$ cat src/rtl/scc_isqrt.sv
// Pipelined rounding integer square root of a 64-bit value, two result bits per
// stage, then a rounding register. No dependencies.
module scc_isqrt #(
   parameter int TAGW = 1
) (
   input  logic            clock,
   input  logic            advance,
   input  logic [63:0]     op_in,
   input  logic [TAGW-1:0] tag_in,
   output logic [32:0]     root_out,
   output logic [TAGW-1:0] tag_out
);
   localparam int NST = 16;

   // Each stage resolves two root bits: restoring digit recurrence
   logic [63:0]     rem_ff  [NST+1];
   logic [32:0]     r_ff    [NST+1];
   logic [TAGW-1:0] tag_ff  [NST+1];
   logic [32:0]     root_ff;
   logic [TAGW-1:0] tago_ff;

   assign rem_ff[0] = op_in;
   assign r_ff[0]   = '0;
   assign tag_ff[0] = tag_in;

   for (genvar s = 0; s < NST; s++) begin : g_st
      logic [63:0]     rem_q;
      logic [32:0]     r_q;
      logic [TAGW-1:0] t_q;
      logic [65:0]     trial;
      logic [63:0]     rem_in;
      logic [32:0]     r_in;
      // upper bit of the pair first, then the lower one
      always_comb begin
         rem_in = rem_ff[s];
         r_in   = r_ff[s];
         trial  = '0;
         for (int h = 1; h >= 0; h--) begin
            trial = {2'b0, rem_in} -
                    (({33'b0, r_in} << (4*(NST-1-s) + 2*h + 2)) |
                     (66'd1 << (4*(NST-1-s) + 2*h)));
            r_in = r_in << 1;
            if (!trial[65]) begin
               rem_in = trial[63:0];
               r_in   = r_in | 33'd1;
            end
         end
      end
      always_ff @(posedge clock) begin
         if (advance) begin
            rem_q <= rem_in;
            r_q   <= r_in;
            t_q   <= tag_ff[s];
         end
      end
      assign rem_ff[s+1] = rem_q;
      assign r_ff[s+1]   = r_q;
      assign tag_ff[s+1] = t_q;
   end

   // Round to nearest: remainder above root means root + 1
   always_ff @(posedge clock) begin
      if (advance) begin
         root_ff <= r_ff[NST] + 33'((rem_ff[NST] > 64'(r_ff[NST])) ? 1 : 0);
         tago_ff <= tag_ff[NST];
      end
   end

   assign root_out = root_ff;
   assign tag_out  = tago_ff;

endmodule

$ cat config.mk
export PLATFORM = sky130hd
export DESIGN_NAME = scc_isqrt
export DESIGN_NICKNAME = d
export VERILOG_FILES = /design/src/rtl/scc_isqrt.sv
export SDC_FILE = /design/constraint.sdc
export NUM_CORES = 2
export LEC_CHECK = 0
export ABC_CLOCK_PERIOD_IN_PS = 14300
export BUFFER_PORTS_ARGS = -buffer_cell sky130_fd_sc_hd__buf_4
export CAP_MARGIN = 10
export CORE_UTILIZATION = 40
export DETAILED_ROUTE_END_ITERATION = 6
export MAX_ROUTING_LAYER = met4
export PLACE_DENSITY = 0.66
export SYNTH_ARGS = -nofsm -noshare
export SYNTH_HDL_FRONTEND = slang
export SYNTH_SLANG_ARGS = --single-unit
$ cat constraint.sdc
create_clock -name clock -period 14.3 [get_ports clock]
set_input_delay 1.43 -clock clock [delete_from_list [all_inputs] [get_ports clock]]
set_output_delay 1.43 -clock clock [all_outputs]
set_load 0.01 [all_outputs]
==> metrics.txt <==
gpl congestion approximately 1; WL/cell roughly 21 µm; sw frac 0.394; Netlist cell types 100; Synth area leader edfxtp_1; fmax 112 MHz; Final period util 0.625; reported net switching power about 7.3 mW; vias in the first global route 65200; largest net degree at the start of global routing 160; Yosys top cell area share 0.462; main area contributors after synthesis edfxtp_1 46%, ha_1 8.0%, xnor2_1 6.0%, a21oi_1 3.5%, nand2_1 3.4%; RR Startpoint g_st[13].r_q[11]$_DFFE_PP_; Routed WL roughly 240 mm; CTS sink count roughly 1300; failing checks DRC; actual slew at the worst max-slew pin 1160 ps; number of remaining DRC errors 1; worst hold path depth 0; worst-path maximum fanout 47; Boundary Pins 101; Lkg Pwr between 30 and 40 nW; Setup Viol. Count Final 0; Fin. Hold Viols 0; syn avg cell area around 10 µm²; hpwl dp approximately 190 mm; CP bufs+invs 4; PortBufs 100; clock power share 0.225; synthesis-to-finish area growth 10.6%; max-cap viol count 0; HP Class reg2reg; Die Wd 469 µm; Final min period 8940 ps; minimum hold slack around 390 ps; initial antenna violation count 8; pwr/cell area around 190 nW/µm²; share of layout cells above drive strength 1 0.0695; critical path capture point type flop; flops & latches, synth approximately 1300; slew margin rel. 0.205; crit path DAT about 9500 ps; Vias per Instance 5.65; Post-Syn Area a little under 90000 µm²; sequential share of power 0.324; CTS tree done; Mapped Nets between 9000 and 10000; Clock Tree Buf Depth 3; Post-synth EDFFs between 1000 and 1500; Antenna Nets Post-Route 0; Tot Pwr roughly 18 mW; Vias roughly 66000; Async SR Flop Fraction 0; htree depth 4; remaining global-route overflow 0; Fillers just over 20000; CP Data Required Time 14820 ps; Core ar. 217000 µm²; Iteration-0 DRC Markers approximately 5200; outcome finished, violations left; Setup TNS Final 0 ps; dominant synthesized flop cell edfxtp_1; Crit Reg-Reg Endpoint g_st[14].rem_q[62]$_DFFE_PP_; clk root buf clkbuf_16; worst vdd ir 130 µV; Hold Crit Start g_st[6].rem_q[3]$_DFFE_PP_; cts bufs inserted approximately 160; crit start category flop; Clock Skew 58.5 ps; Min-Delay Endpoint g_st[7].rem_q[3]$_DFFE_PP_; clk_lat worst skew just over 800 ps; setup repair bufs after CTS 0; R2R Setup Slk 5360 ps; Worst path slowest cell edfxtp_1; synthesized instance count 8645; clk slew on worst S/H paths 60 ps; synthesis warning total 0; global-route wire length before repair approximately 370 mm; r2r worst-path depth 27; die span in y 469 µm; GRT Util Overall 0.221; number of core rows 171; Seq/Total Area, Yosys 0.462; Max stage delay on crit path just over 800 ps; RSZ-0062 raised after global routing no; Combinational Power Share 0.450; Final #Nets around 9400; delay-heaviest family, CP compound AO/OA/AOI/OAI gates; CP Class reg2reg; post-CTS sizing 0; Internal 11.1 mW; starting density of the core 0.402; total iterations of the first detailed-routing run 7; Slew Viols, Final 0; die footprint 220000 µm²; CTS hold repair buffers 0
worst max path at each step:
stage | cells after the start | to | slack [ps] | from
after floorplan | 26 | g_st[14].rem_q[31]$_DFFE_PP_ | 7340 | g_st[13].rem_q[56]$_DFFE_PP_
after global routing | 27 | g_st[14].rem_q[54]$_DFFE_PP_ | 4850 | g_st[13].r_q[11]$_DFFE_PP_
after CTS | 27 | g_st[14].rem_q[62]$_DFFE_PP_ | 5460 | g_st[13].r_q[11]$_DFFE_PP_
after global placement | 27 | g_st[14].rem_q[62]$_DFFE_PP_ | 5570 | g_st[13].r_q[11]$_DFFE_PP_
after detailed placement | 27 | g_st[14].rem_q[62]$_DFFE_PP_ | 5520 | g_st[13].r_q[11]$_DFFE_PP_
final | 27 | g_st[14].rem_q[62]$_DFFE_PP_ | 5360 | g_st[13].r_q[11]$_DFFE_PP_
power by group through the flow:
stage | combinational [mW] | sequential [mW] | clock [mW]
after detailed placement | 8.12 | 6.02 | 0
after global routing | 9.14 | 6.03 | 4.40
after global placement | 8.07 | 6.02 | 0
after floorplan | 6.23 | 5.71 | 0
final | 8.28 | 5.96 | 4.14
after CTS | 8.20 | 5.95 | 4.27
per-layer routing:
metal,vias to the layer above,global-route usage,share of wire
li1,32200,-,-
met1,31800,0.265,0.43
met2,1752,0.371,0.48
met3,504,0.0254,0.041
met4,0,0.106,0.054
met5,-,-,0
state kept, by name, summed over array words and instances, names as in the netlist:
signal and cells:
root_out 33, tag_out 1, g_st.r_q 272, g_st.rem_q 1024, g_st.t_q 16
synth_stat cells, types with 117 or more instances:
| master | n |
|---|---|
| xnor2_1 | 595 |
| xor2_1 | 316 |
| a21oi_1 | 615 |
| o21a_1 | 117 |
| nand3_1 | 195 |
| o21ai_0 | 453 |
| nor3_1 | 223 |
| ha_1 | 560 |
| nand2_1 | 782 |
| edfxtp_1 | 1346 |
| nor2_1 | 667 |
| nand4_1 | 119 |
| inv_1 | 503 |
| a21o_1 | 267 |
| nor4_1 | 125 |
| clkbuf_1 | 182 |
area by class of cell:
cell class	instances	area (µm²)	area share
diodes	6	15.0	0.000155
multi-input cells	6564	44200	0.457
clock buffers	188	4110	0.0425
clock inverters	103	1250	0.0130
well taps	2854	3570	0.0369
repair buffers	149	1210	0.0125
inverters	512	1920	0.0199
flip-flops and latches	1346	40400	0.418
worst reg2reg max path: cells and delay by family, from the launching register on:
| kind | cells | cell delay (ps) |
|---|---|---|
| AO/OA/AOI/OAI | 13 | 3830 |
| XOR/XNOR | 1 | 140 |
| adder cells (fa/ha/maj) | 2 | 800 |
| buffers and inverters | 4 | 1400 |
| flip-flops | 1 | 830 |
| AND/OR/NAND/NOR | 7 | 1640 |
stage by stage:
| stage | setup WS, ps | cells | utilization | cell area (µm²) |
|---|---|---|---|---|
| global placement | 5570 | 11400 | 0.420 | 91300 |
| global route | 4850 | 11700 | 0.445 | 96700 |
| CTS | 5460 | 11700 | 0.445 | 96600 |
| floorplan | 7340 | 8645 | - | 87400 |
| detailed placement | 5520 | 11400 | 0.420 | 91300 |
| finish | 5360 | 11700 | 0.445 | 96700 |
placed cells by master, fill, tap and decap left out, types with 38 or more instances in the layout:
cell type,netlist,routed
ha_1,560,560
nand4_1,119,119
a31oi_1,64,64
nor2_1,667,667
xnor2_1,595,595
or2_2,62,62
nor4_1,125,124
a21oi_1,615,615
nand3_1,195,195
o21a_1,117,117
nand2_1,782,782
nand2b_1,105,105
clkbuf_16,0,160
and2_1,75,75
mux2_2,100,100
or3_1,98,98
a211oi_1,51,51
o21bai_1,62,62
nor3_1,223,223
nand3b_1,38,38
and3_1,73,73
buf_4,2,142
nor3b_1,39,39
o21ai_0,453,453
o211ai_1,46,46
nor2b_1,99,99
a21o_1,267,267
o31ai_1,78,78
inv_1,503,503
xor2_1,316,316
edfxtp_1,1346,1346
or4_1,43,43
logic make-up after synthesis:
logic type	share of synthesized area
AOI/OAI and AO/OA	0.151
buffers and inverters	0.0321
xor gates and xnor gates	0.0913
muxes	0.0183
DFF	0.462
and+or+nand+nor	0.164
adders and majority gates	0.0802
Note: power is estimated with default switching activity, not from simulation.
